<file path="config.mk">
export PLATFORM = sky130hd
export DESIGN_NAME = cigar_identity_with_gap_filter
export DESIGN_NICKNAME = d
export VERILOG_FILES = /design/src/design/cigid_pkg.sv /design/src/design/cigid_parser.sv /design/src/design/cigid_divider.sv /design/src/design/cigar_identity_with_gap_filter.sv
export SDC_FILE = /design/constraint.sdc
export NUM_CORES = 2
export LEC_CHECK = 0
export ABC_AREA = 0
export BUFFER_PORTS_ARGS = -buffer_cell sky130_fd_sc_hd__buf_2
export CORE_MARGIN = 8
export CORE_UTILIZATION = 57
export CTS_CLUSTER_DIAMETER = 100
export DETAILED_ROUTE_END_ITERATION = 16
export PLACE_DENSITY_LB_ADDON = 0.05
export SYNTH_ARGS = -nofsm -noshare
export SYNTH_HDL_FRONTEND = slang
export SYNTH_SLANG_ARGS = --single-unit
</file>
<file path="constraint.sdc">
create_clock -name clk -period 12.25 [get_ports clk]
set_input_delay 1.225 -clock clk [delete_from_list [all_inputs] [get_ports clk]]
set_output_delay 1.225 -clock clk [all_outputs]
set_load 0.01 [all_outputs]
</file>
<file path="src/design/cigid_pkg.sv">
// ----------------------------------------------------------------------------
// cigid_pkg
// Shared widths, character codes and types for the CIGAR identity block.
// ----------------------------------------------------------------------------
`default_nettype none

package cigid_pkg;

    localparam int COUNT_BITS = 32;
    localparam int FRAC_BITS  = 16;
    localparam int THR_BITS   = 31;
    localparam int SYM_BITS   = 8;

    // sum of three counters needs two extra bits
    localparam int DEN_BITS   = COUNT_BITS + 2;
    localparam int QUOT_BITS  = FRAC_BITS + 1;
    localparam int OUT_BYTES  = (2 * QUOT_BITS + 7) / 8;
    localparam int OUT_BITS   = OUT_BYTES * 8;
    localparam int STEP_BITS  = $clog2(FRAC_BITS + 1);
    localparam int CMP_BITS   = (COUNT_BITS > THR_BITS) ? COUNT_BITS : THR_BITS;

    localparam logic [COUNT_BITS-1:0] COUNT_MAX = {COUNT_BITS{1'b1}};

    localparam logic [SYM_BITS-1:0] CH_0  = 8'h30;
    localparam logic [SYM_BITS-1:0] CH_9  = 8'h39;
    localparam logic [SYM_BITS-1:0] CH_M  = 8'h4D;
    localparam logic [SYM_BITS-1:0] CH_EQ = 8'h3D;
    localparam logic [SYM_BITS-1:0] CH_X  = 8'h58;
    localparam logic [SYM_BITS-1:0] CH_I  = 8'h49;
    localparam logic [SYM_BITS-1:0] CH_D  = 8'h44;

    typedef struct packed {
        logic [COUNT_BITS-1:0] match;
        logic [COUNT_BITS-1:0] mismatch;
        logic [COUNT_BITS-1:0] gap;
        logic [COUNT_BITS-1:0] long_gap;
    } cigid_counts_t;

    typedef enum logic [6:0] {
        ST_PARSE = 7'b0000001,
        ST_SUM   = 7'b0000010,
        ST_DIV1  = 7'b0000100,
        ST_WAIT1 = 7'b0001000,
        ST_DIV2  = 7'b0010000,
        ST_WAIT2 = 7'b0100000,
        ST_STORE = 7'b1000000
    } cigid_state_t;

    function automatic logic [COUNT_BITS-1:0] sat_add(
        input logic [COUNT_BITS-1:0] a,
        input logic [COUNT_BITS-1:0] b
    );
        logic [COUNT_BITS:0] s;
        s = {1'b0, a} + {1'b0, b};
        return s[COUNT_BITS] ? COUNT_MAX : s[COUNT_BITS-1:0];
    endfunction

endpackage

`default_nettype wire

</file>
<file path="src/design/cigid_parser.sv">
// ----------------------------------------------------------------------------
// cigid_parser
// Builds decimal run lengths and accumulates match, mismatch and gap counts.
// ----------------------------------------------------------------------------
`default_nettype none

module cigid_parser (
    input  wire                          clk,
    input  wire                          rst_n,
    input  wire                          accept,
    input  wire [cigid_pkg::SYM_BITS-1:0] symbol,
    input  wire                          clear,
    input  wire [cigid_pkg::THR_BITS-1:0] threshold,
    output cigid_pkg::cigid_counts_t     counts
);
    import cigid_pkg::*;

    logic [COUNT_BITS-1:0] run_reg, run_next;
    logic                  have_reg, have_next;
    cigid_counts_t         cnt_reg, cnt_next;

    logic                  is_digit;
    logic [COUNT_BITS+3:0] run_prod;
    logic                  is_long;

    assign is_digit = (symbol >= CH_0) && (symbol <= CH_9);
    assign run_prod = ({4'b0, run_reg} << 3) + ({4'b0, run_reg} << 1)
                    + (COUNT_BITS+4)'(symbol - CH_0);
    assign is_long  = CMP_BITS'(run_reg) >= CMP_BITS'(threshold);

    always_comb
    begin
        run_next  = run_reg;
        have_next = have_reg;
        cnt_next  = cnt_reg;
        if (clear)
        begin
            run_next  = '0;
            have_next = 1'b0;
            cnt_next  = '0;
        end
        else if (accept)
        begin
            if (is_digit)
            begin
                run_next  = (run_prod[COUNT_BITS+3:COUNT_BITS] != 4'b0) ?
                            COUNT_MAX : run_prod[COUNT_BITS-1:0];
                have_next = 1'b1;
            end
            else
            begin
                if (have_reg)
                begin
                    case (symbol) inside
                        CH_M, CH_EQ: cnt_next.match    = sat_add(cnt_reg.match, run_reg);
                        CH_X:        cnt_next.mismatch = sat_add(cnt_reg.mismatch, run_reg);
                        CH_I, CH_D:
                        begin
                            cnt_next.gap = sat_add(cnt_reg.gap, run_reg);
                            if (is_long)
                                cnt_next.long_gap = sat_add(cnt_reg.long_gap, run_reg);
                        end
                        default: ;
                    endcase
                end
                // any non-digit ends the pending run
                run_next  = '0;
                have_next = 1'b0;
            end
        end
    end

    always_ff @(posedge clk or negedge rst_n)
    begin
        if (!rst_n)
        begin
            run_reg  <= '0;
            have_reg <= 1'b0;
            cnt_reg  <= '0;
        end
        else
        begin
            run_reg  <= run_next;
            have_reg <= have_next;
            cnt_reg  <= cnt_next;
        end
    end

    assign counts = cnt_reg;

endmodule

`default_nettype wire

</file>
<file path="src/design/cigid_divider.sv">
// ----------------------------------------------------------------------------
// cigid_divider
// Restoring fractional divider, one quotient bit per cycle.
// ----------------------------------------------------------------------------
`default_nettype none

module cigid_divider (
    input  wire                            clk,
    input  wire                            rst_n,
    input  wire                            start,
    input  wire [cigid_pkg::COUNT_BITS-1:0] num,
    input  wire [cigid_pkg::DEN_BITS-1:0]   den,
    output logic                           done,
    output logic [cigid_pkg::QUOT_BITS-1:0] quot
);
    import cigid_pkg::*;

    logic                 busy_reg;
    logic                 done_reg;
    logic [STEP_BITS-1:0] step_reg;
    logic [DEN_BITS-1:0]  rem_reg;
    logic [DEN_BITS-1:0]  dvs_reg;
    logic [QUOT_BITS-1:0] q_reg;
    logic                 zero_reg;

    logic [DEN_BITS:0]    rem_shift;
    logic                 rem_ge;
    logic [DEN_BITS:0]    rem_sub;
    logic                 num_eq;

    assign rem_shift = {rem_reg, 1'b0};
    assign rem_ge    = rem_shift >= {1'b0, dvs_reg};
    assign rem_sub   = rem_shift - {1'b0, dvs_reg};
    assign num_eq    = DEN_BITS'(num) == den;

    always_ff @(posedge clk or negedge rst_n)
    begin
        if (!rst_n)
        begin
            busy_reg <= 1'b0;
            done_reg <= 1'b0;
            step_reg <= '0;
        end
        else if (start)
        begin
            busy_reg <= 1'b1;
            done_reg <= 1'b0;
            step_reg <= STEP_BITS'(FRAC_BITS);
        end
        else if (busy_reg)
        begin
            step_reg <= step_reg - 1'b1;
            if (step_reg == STEP_BITS'(1))
            begin
                busy_reg <= 1'b0;
                done_reg <= 1'b1;
            end
        end
        else
        begin
            done_reg <= 1'b0;
        end
    end

    always_ff @(posedge clk)
    begin
        if (start)
        begin
            dvs_reg  <= den;
            rem_reg  <= num_eq ? '0 : DEN_BITS'(num);
            q_reg    <= num_eq ? QUOT_BITS'(1) : '0;
            zero_reg <= (den == '0) || (DEN_BITS'(num) > den);
        end
        else if (busy_reg)
        begin
            rem_reg <= rem_ge ? rem_sub[DEN_BITS-1:0] : rem_shift[DEN_BITS-1:0];
            q_reg   <= {q_reg[QUOT_BITS-2:0], rem_ge};
        end
    end

    assign done = done_reg;
    assign quot = zero_reg ? '0 : q_reg;

endmodule

`default_nettype wire

</file>
<file path="src/design/cigar_identity_with_gap_filter.sv">
// ----------------------------------------------------------------------------
// cigar_identity_with_gap_filter
// CIGAR string parser reporting alignment identity with and without long gaps.
// ----------------------------------------------------------------------------
// Characters arrive one per request; digits and op letters are taken one per
// cycle. The character marked tlast triggers two fractional divisions on one
// shared restoring divider, so after that character s_tready stays low through
// the sum, both divisions and the store, and longer while an earlier result
// still waits in the output register.
// The result sits in an output register and the next string may start while it
// waits to be taken. cfg_data may be written whenever the block idles.
`default_nettype none

module cigar_identity_with_gap_filter (
    input  wire                            clk,
    input  wire                            rst_n,
    input  wire                            cfg_valid,
    output logic                           cfg_ready,
    input  wire [cigid_pkg::THR_BITS-1:0]  cfg_data,   // long_gap_min
    input  wire                            s_tvalid,
    output logic                           s_tready,
    input  wire [cigid_pkg::SYM_BITS-1:0]  s_tdata,    // symbol
    input  wire                            s_tlast,    // last
    output logic                           m_tvalid,
    input  wire                            m_tready,
    // identity, identity_no_long_gaps, zero fill
    output logic [cigid_pkg::OUT_BITS-1:0] m_tdata
);
    import cigid_pkg::*;

    cigid_state_t          state_reg, state_next;
    logic [THR_BITS-1:0]   thr_reg;
    logic [DEN_BITS-1:0]   den_reg;
    logic [DEN_BITS-1:0]   den2_reg;
    logic [QUOT_BITS-1:0]  q1_reg;
    logic [QUOT_BITS-1:0]  q2_reg;
    logic                  out_valid_reg;
    logic [OUT_BITS-1:0]   out_data_reg;

    cigid_counts_t         counts;
    logic                  in_accept;
    logic                  div_start;
    logic                  div_done;
    logic [DEN_BITS-1:0]   div_den;
    logic [QUOT_BITS-1:0]  div_quot;
    logic                  clear;
    logic                  load_out;

    assign cfg_ready = 1'b1;
    assign s_tready  = (state_reg == ST_PARSE);
    assign in_accept = s_tvalid && s_tready;
    assign div_start = (state_reg == ST_DIV1) || (state_reg == ST_DIV2);
    assign div_den   = (state_reg == ST_DIV2) ? den2_reg : den_reg;
    assign clear     = (state_reg == ST_WAIT2) && div_done;
    assign load_out  = (state_reg == ST_STORE) && (!out_valid_reg || m_tready);

    cigid_parser u_parser (
        .clk       (clk),
        .rst_n     (rst_n),
        .accept    (in_accept),
        .symbol    (s_tdata),
        .clear     (clear),
        .threshold (thr_reg),
        .counts    (counts)
    );

    cigid_divider u_divider (
        .clk   (clk),
        .rst_n (rst_n),
        .start (div_start),
        .num   (counts.match),
        .den   (div_den),
        .done  (div_done),
        .quot  (div_quot)
    );

    always_comb
    begin
        state_next = state_reg;
        unique case (state_reg)
            ST_PARSE: if (in_accept && s_tlast) state_next = ST_SUM;
            ST_SUM:   state_next = ST_DIV1;
            ST_DIV1:  state_next = ST_WAIT1;
            ST_WAIT1: if (div_done) state_next = ST_DIV2;
            ST_DIV2:  state_next = ST_WAIT2;
            ST_WAIT2: if (div_done) state_next = ST_STORE;
            ST_STORE: if (load_out) state_next = ST_PARSE;
            default:  state_next = ST_PARSE;
        endcase
    end

    always_ff @(posedge clk or negedge rst_n)
    begin
        if (!rst_n)
        begin
            state_reg     <= ST_PARSE;
            thr_reg       <= '0;
            out_valid_reg <= 1'b0;
        end
        else
        begin
            state_reg <= state_next;
            if (cfg_valid && cfg_ready)
                thr_reg <= cfg_data;
            if (load_out)
                out_valid_reg <= 1'b1;
            else if (m_tready)
                out_valid_reg <= 1'b0;
        end
    end

    always_ff @(posedge clk)
    begin
        if (state_reg == ST_SUM)
            den_reg <= DEN_BITS'(counts.match) + DEN_BITS'(counts.mismatch)
                     + DEN_BITS'(counts.gap);
        // drop long gaps from the total; an impossible excess yields zero
        if (state_reg == ST_DIV1)
            den2_reg <= (DEN_BITS'(counts.long_gap) > den_reg) ?
                        '0 : den_reg - DEN_BITS'(counts.long_gap);
        if ((state_reg == ST_WAIT1) && div_done)
            q1_reg <= div_quot;
        if ((state_reg == ST_WAIT2) && div_done)
            q2_reg <= div_quot;
        if (load_out)
            out_data_reg <= OUT_BITS'({q2_reg, q1_reg});
    end

    assign m_tvalid = out_valid_reg;
    assign m_tdata  = out_data_reg;

endmodule

`default_nettype wire

</file>
==> flow_summary.html <==
<table>
<tr><th>Metric</th><th>Value</th></tr>
<tr><th colspan="2">Synthesis</th></tr>
<tr><td>Share of the synthesized area in the top cell type</td><td>0.204</td></tr>
<tr><td>Cells after Synth</td><td>3491</td></tr>
<tr><td>Area of the mapped netlist</td><td>32600 um2</td></tr>
<tr><td>Dominant register cell in the synthesized netlist</td><td>sky130_fd_sc_hd__edfxtp_1</td></tr>
<tr><td>Number of enable flip-flop cells after synthesis</td><td>222</td></tr>
<tr><td>Share of synthesized flip-flops with an asynchronous set or reset</td><td>0.483</td></tr>
<tr><td>Most instantiated cells after synthesis</td><td>sky130_fd_sc_hd__a21oi_1, sky130_fd_sc_hd__ha_1, sky130_fd_sc_hd__nand2_1</td></tr>
<tr><td>Share of synthesized area occupied by flip-flops and latches</td><td>0.363</td></tr>
<tr><td>Number of distinct standard cells referenced by the synthesized netlist</td><td>82</td></tr>
<tr><td>Warning count from the yosys run</td><td>0</td></tr>
<tr><td>Number of storage elements in the synthesis netlist</td><td>429</td></tr>
<tr><td>Synthesized area divided by synthesized cell count</td><td>9.35 um2</td></tr>
<tr><td>Largest cells by area after synthesis</td><td>sky130_fd_sc_hd__edfxtp_1, sky130_fd_sc_hd__dfrtp_1, sky130_fd_sc_hd__ha_1</td></tr>
<tr><td>Cell taking the most area after synthesis</td><td>sky130_fd_sc_hd__edfxtp_1</td></tr>
<tr><td>Leading cell type by number of instances after synthesis</td><td>sky130_fd_sc_hd__a21oi_1</td></tr>
<tr><th colspan="2">CTS</th></tr>
<tr><td>Post-CTS Setup Inserts</td><td>0</td></tr>
<tr><td>TritonCTS clock tree</td><td>done</td></tr>
<tr><td>Total clock sinks</td><td>429</td></tr>
<tr><td>CTS max path bufs</td><td>3</td></tr>
<tr><td>Number of cells upsized or downsized after cts</td><td>0</td></tr>
<tr><td>Total number of H-tree levels</td><td>2</td></tr>
<tr><td>Cts bufs inserted</td><td>49</td></tr>
<tr><td>CTS Root Cell</td><td>sky130_fd_sc_hd__clkbuf_16</td></tr>
<tr><td>Clock latency of the later-clocked register in the worst-skew pair</td><td>0.61 ns</td></tr>
<tr><td>Clock Pin Slew Worst Setup and Hold Paths</td><td>0.06 ns</td></tr>
<tr><td>CTS Hold Buffers Added</td><td>0</td></tr>
<tr><th colspan="2">Global routing</th></tr>
<tr><td>Via count of the first global-routing pass</td><td>26.2k</td></tr>
<tr><td>Layer with the highest usage after global routing</td><td>met2</td></tr>
<tr><td>Total congestion overflow</td><td>0</td></tr>
<tr><td>Number of antenna violations at the first check in global routing</td><td>0</td></tr>
<tr><td>GR met3 Demand/Resource</td><td>0.0437</td></tr>
<tr><td>M2 GR Usage</td><td>0.466</td></tr>
<tr><td>Fraction of met1 tracks used by global routing</td><td>0.385</td></tr>
<tr><td>Pin count of the biggest net entering global routing</td><td>80</td></tr>
<tr><td>Global Route Usage Sum</td><td>0.286</td></tr>
<tr><td>First-pass GRT wire length</td><td>147000 um</td></tr>
<tr><th colspan="2">Placement</th></tr>
<tr><td>Placement Setup Slack</td><td>about 5.7 ns</td></tr>
<tr><td>Port Buf Inserts</td><td>80</td></tr>
<tr><td>RePlAce Congestion</td><td>about 0.98</td></tr>
<tr><td>Dpl hpwl</td><td>71400 um</td></tr>
<tr><th colspan="2">Hold path</th></tr>
<tr><td>Startpoint of the tightest hold check path</td><td>q1_reg[1]</td></tr>
<tr><td>Instance count along the most critical hold path</td><td>0</td></tr>
<tr><td>Endpoint of the worst hold-timing path</td><td>m_tdata[1]</td></tr>
<tr><td>HP Class</td><td>flip-flop to flip-flop</td></tr>
<tr><th colspan="2">Cells and area</th></tr>
<tr><td>Max FFs per register</td><td>128</td></tr>
<tr><td>Number of antenna cells inserted</td><td>0</td></tr>
<tr><td>Layout filler cell count</td><td>4719</td></tr>
<tr><td>Nets</td><td>3984</td></tr>
<tr><td>Area delta synth-&gt;final</td><td>8.42%</td></tr>
<tr><td>Proportion of layout cells with a drive suffix above 1</td><td>0.0699</td></tr>
<tr><td>Fraction of the core area covered by cells at the end of the flow</td><td>0.626</td></tr>
<tr><th colspan="2">Detailed routing</th></tr>
<tr><td>Via count normalized by instance count</td><td>6.19</td></tr>
<tr><td>Detailed-route wire length per cell</td><td>approximately 22 um</td></tr>
<tr><td>Overall routed net length</td><td>93700 um</td></tr>
<tr><td>Drt initial violations</td><td>2042</td></tr>
<tr><td>Via count</td><td>26.8k</td></tr>
<tr><td>Routed Antenna Nets</td><td>0</td></tr>
<tr><td>Detailed-route DRC error count</td><td>0</td></tr>
<tr><td>Number of iterations in the first detailed-routing pass</td><td>6</td></tr>
<tr><th colspan="2">Setup path</th></tr>
<tr><td>Critical path startpoint</td><td>s_tdata[4]</td></tr>
<tr><td>Req. time, crit path</td><td>12.75 ns</td></tr>
<tr><td>Worst reg2reg setup slack</td><td>7.33 ns</td></tr>
<tr><td>CP Launch Type</td><td>input pin</td></tr>
<tr><td>Startpoint-to-endpoint class of the critical path</td><td>input pin to flip-flop</td></tr>
<tr><td>Worst EP arrival</td><td>~6.5 ns</td></tr>
<tr><td>Endpoint of the lowest-slack register-to-register path</td><td>u_parser.run_reg[29]</td></tr>
<tr><td>Register-to-Register Path Depth</td><td>14</td></tr>
<tr><td>Critical path peak fanout</td><td>31</td></tr>
<tr><td>Endpoint type of the worst setup path</td><td>flip-flop</td></tr>
<tr><td>Startpoint of the worst register-to-register path</td><td>u_parser.run_reg[6]</td></tr>
<tr><th colspan="2">Die</th></tr>
<tr><td>Initial cell density of the core</td><td>0.578</td></tr>
<tr><td>Width of the die</td><td>255 um</td></tr>
<tr><td>Vert. Die Dim</td><td>255 um</td></tr>
<tr><td>Count of standard-cell rows</td><td>87</td></tr>
<tr><td>Area inside the core boundary</td><td>56500 um2</td></tr>
<tr><td>Number of primary I/O pins</td><td>88</td></tr>
<tr><td>Full die area</td><td>65200 um2</td></tr>
<tr><th colspan="2">Timing</th></tr>
<tr><td>Fin crit period</td><td>5.98 ns</td></tr>
<tr><td>Final number of setup-violating endpoints</td><td>0</td></tr>
<tr><td>Least-Margin Pin Slew</td><td>1.22 ns</td></tr>
<tr><td>Final hold viol count</td><td>0</td></tr>
<tr><td>Setup repair after global routing missed its margin</td><td>no</td></tr>
<tr><td>Peak clock frequency supported by timing</td><td>167 MHz</td></tr>
<tr><td>Fin Setup TNS</td><td>0 ns</td></tr>
<tr><td>Smallest setup slack after layout</td><td>6.27 ns</td></tr>
<tr><td>Period Utilization, post-route</td><td>0.488</td></tr>
<tr><td>Worst Clk Skew</td><td>0.0200 ns</td></tr>
<tr><td>Relative slew margins</td><td>0.184</td></tr>
<tr><td>Slew Limit Fails</td><td>0</td></tr>
<tr><th colspan="2">Pwr</th></tr>
<tr><td>Leakage power of the design</td><td>17.1 nW</td></tr>
<tr><td>Worst IR drop on VDD</td><td>0.163 mV</td></tr>
<tr><td>Power per standard cell area</td><td>139 nW/um2</td></tr>
<tr><th colspan="2">Outcome</th></tr>
<tr><td>Outcome</td><td>complete, no violations</td></tr>
<tr><th colspan="2">Flow run</th></tr>
<tr><td>Count of max-cap constraint violations</td><td>0</td></tr>
</table>
worst max-delay path, stage by stage:
cell and delay [ns]:
sky130_fd_sc_hd__buf_2 0.13, sky130_fd_sc_hd__ha_1 0.25, sky130_fd_sc_hd__or3_1 0.43, sky130_fd_sc_hd__inv_1 0.09, sky130_fd_sc_hd__buf_4 0.39, sky130_fd_sc_hd__fa_1 0.50
sky130_fd_sc_hd__ha_1 0.39, sky130_fd_sc_hd__a21o_1 0.21, sky130_fd_sc_hd__a2111o_1 0.42, sky130_fd_sc_hd__a211oi_1 0.30, sky130_fd_sc_hd__or3_1 0.25, sky130_fd_sc_hd__a21oi_1 0.09
sky130_fd_sc_hd__a21bo_2 0.23, sky130_fd_sc_hd__mux2i_1 0.18, sky130_fd_sc_hd__o2111ai_2 0.66, sky130_fd_sc_hd__and2_1 0.45, sky130_fd_sc_hd__a221o_1 0.26
how the worst max path moves through the flow:
| stage | end | slack (ns) | cells after the start |
|---|---|---|---|
| after floorplan | u_divider.rem_reg[22] | 5.33 | 7 |
| after global placement | u_parser.run_reg[28] | 5.71 | 17 |
| after detailed placement | u_parser.run_reg[29] | 5.65 | 17 |
| after CTS | u_parser.run_reg[29] | 6.31 | 17 |
| after global routing | u_parser.run_reg[29] | 6.08 | 17 |
| final | u_parser.run_reg[29] | 6.27 | 17 |
kinds of logic (layout without fill, tap and decap cells):
family                   after synthesis  count (layout)  share of synthesized area
XOR/XNOR                             214             214                     0.0574
adder cells (fa/ha/maj)              400             400                      0.169
flip-flops                           429             429                      0.363
AO/OA/AOI/OAI                       1140            1140                      0.220
other                                  2               7                   0.000230
buffers and inverters                355             437                     0.0420
AND/OR/NAND/NOR                      900             900                      0.132
multiplexers                          51              51                     0.0159
cells in the final DEF, fill, tap and decap left out, drive strengths merged, types with 57 or more instances in the layout:
cell type,instances
nand3,77
clkbuf,66
nor2b,57
ha,330
xnor2,119
buf,110
nand2,301
edfxtp,222
fa,70
nor2,197
xor2,95
a21oi,355
a31oi,67
dfrtp,206
inv,240
a21o,172
o21ai,261
per-stage QoR:
| stage | std cells | cell area [um2] | total power [mW] | hold slack (ns) |
|---|---|---|---|---|
| global route | 4334 | 35400 | 5.21 | 0.421 |
| floorplan | 3496 | 32700 | 3.04 | 0.400 |
| CTS | 4334 | 35400 | 4.93 | 0.415 |
| global placement | 4244 | 33800 | 3.41 | 0.401 |
| detailed placement | 4244 | 33800 | 3.46 | 0.405 |
| finish | 4334 | 35400 | 4.91 | 0.416 |
layer usage:
layer	up-vias	wire length (um)
met3	226	6390
li1	12800	-
met2	965	42400
met4	0	3850
met5	-	0
met1	12800	41100
where the power goes:
group	internal (mW)	total, mW	switching, mW
Clock	0.828	1.46	0.630
Sequential	1.73	1.90	0.164
Combinational	0.625	1.56	0.933
Total	3.19	4.91	1.73
layout make-up:
type | count | area (um2) | area share
Clock inverter | 24 | 249 | 0.00704
Clock buffer | 66 | 1320 | 0.0373
Timing Repair Buffer | 110 | 636 | 0.0180
Sequential cell | 429 | 11800 | 0.335
Inverter | 237 | 890 | 0.0251
Multi-Input combinational cell | 2712 | 19500 | 0.551
Tap cell | 756 | 946 | 0.0267
Note: power is estimated with default switching activity, not from simulation.
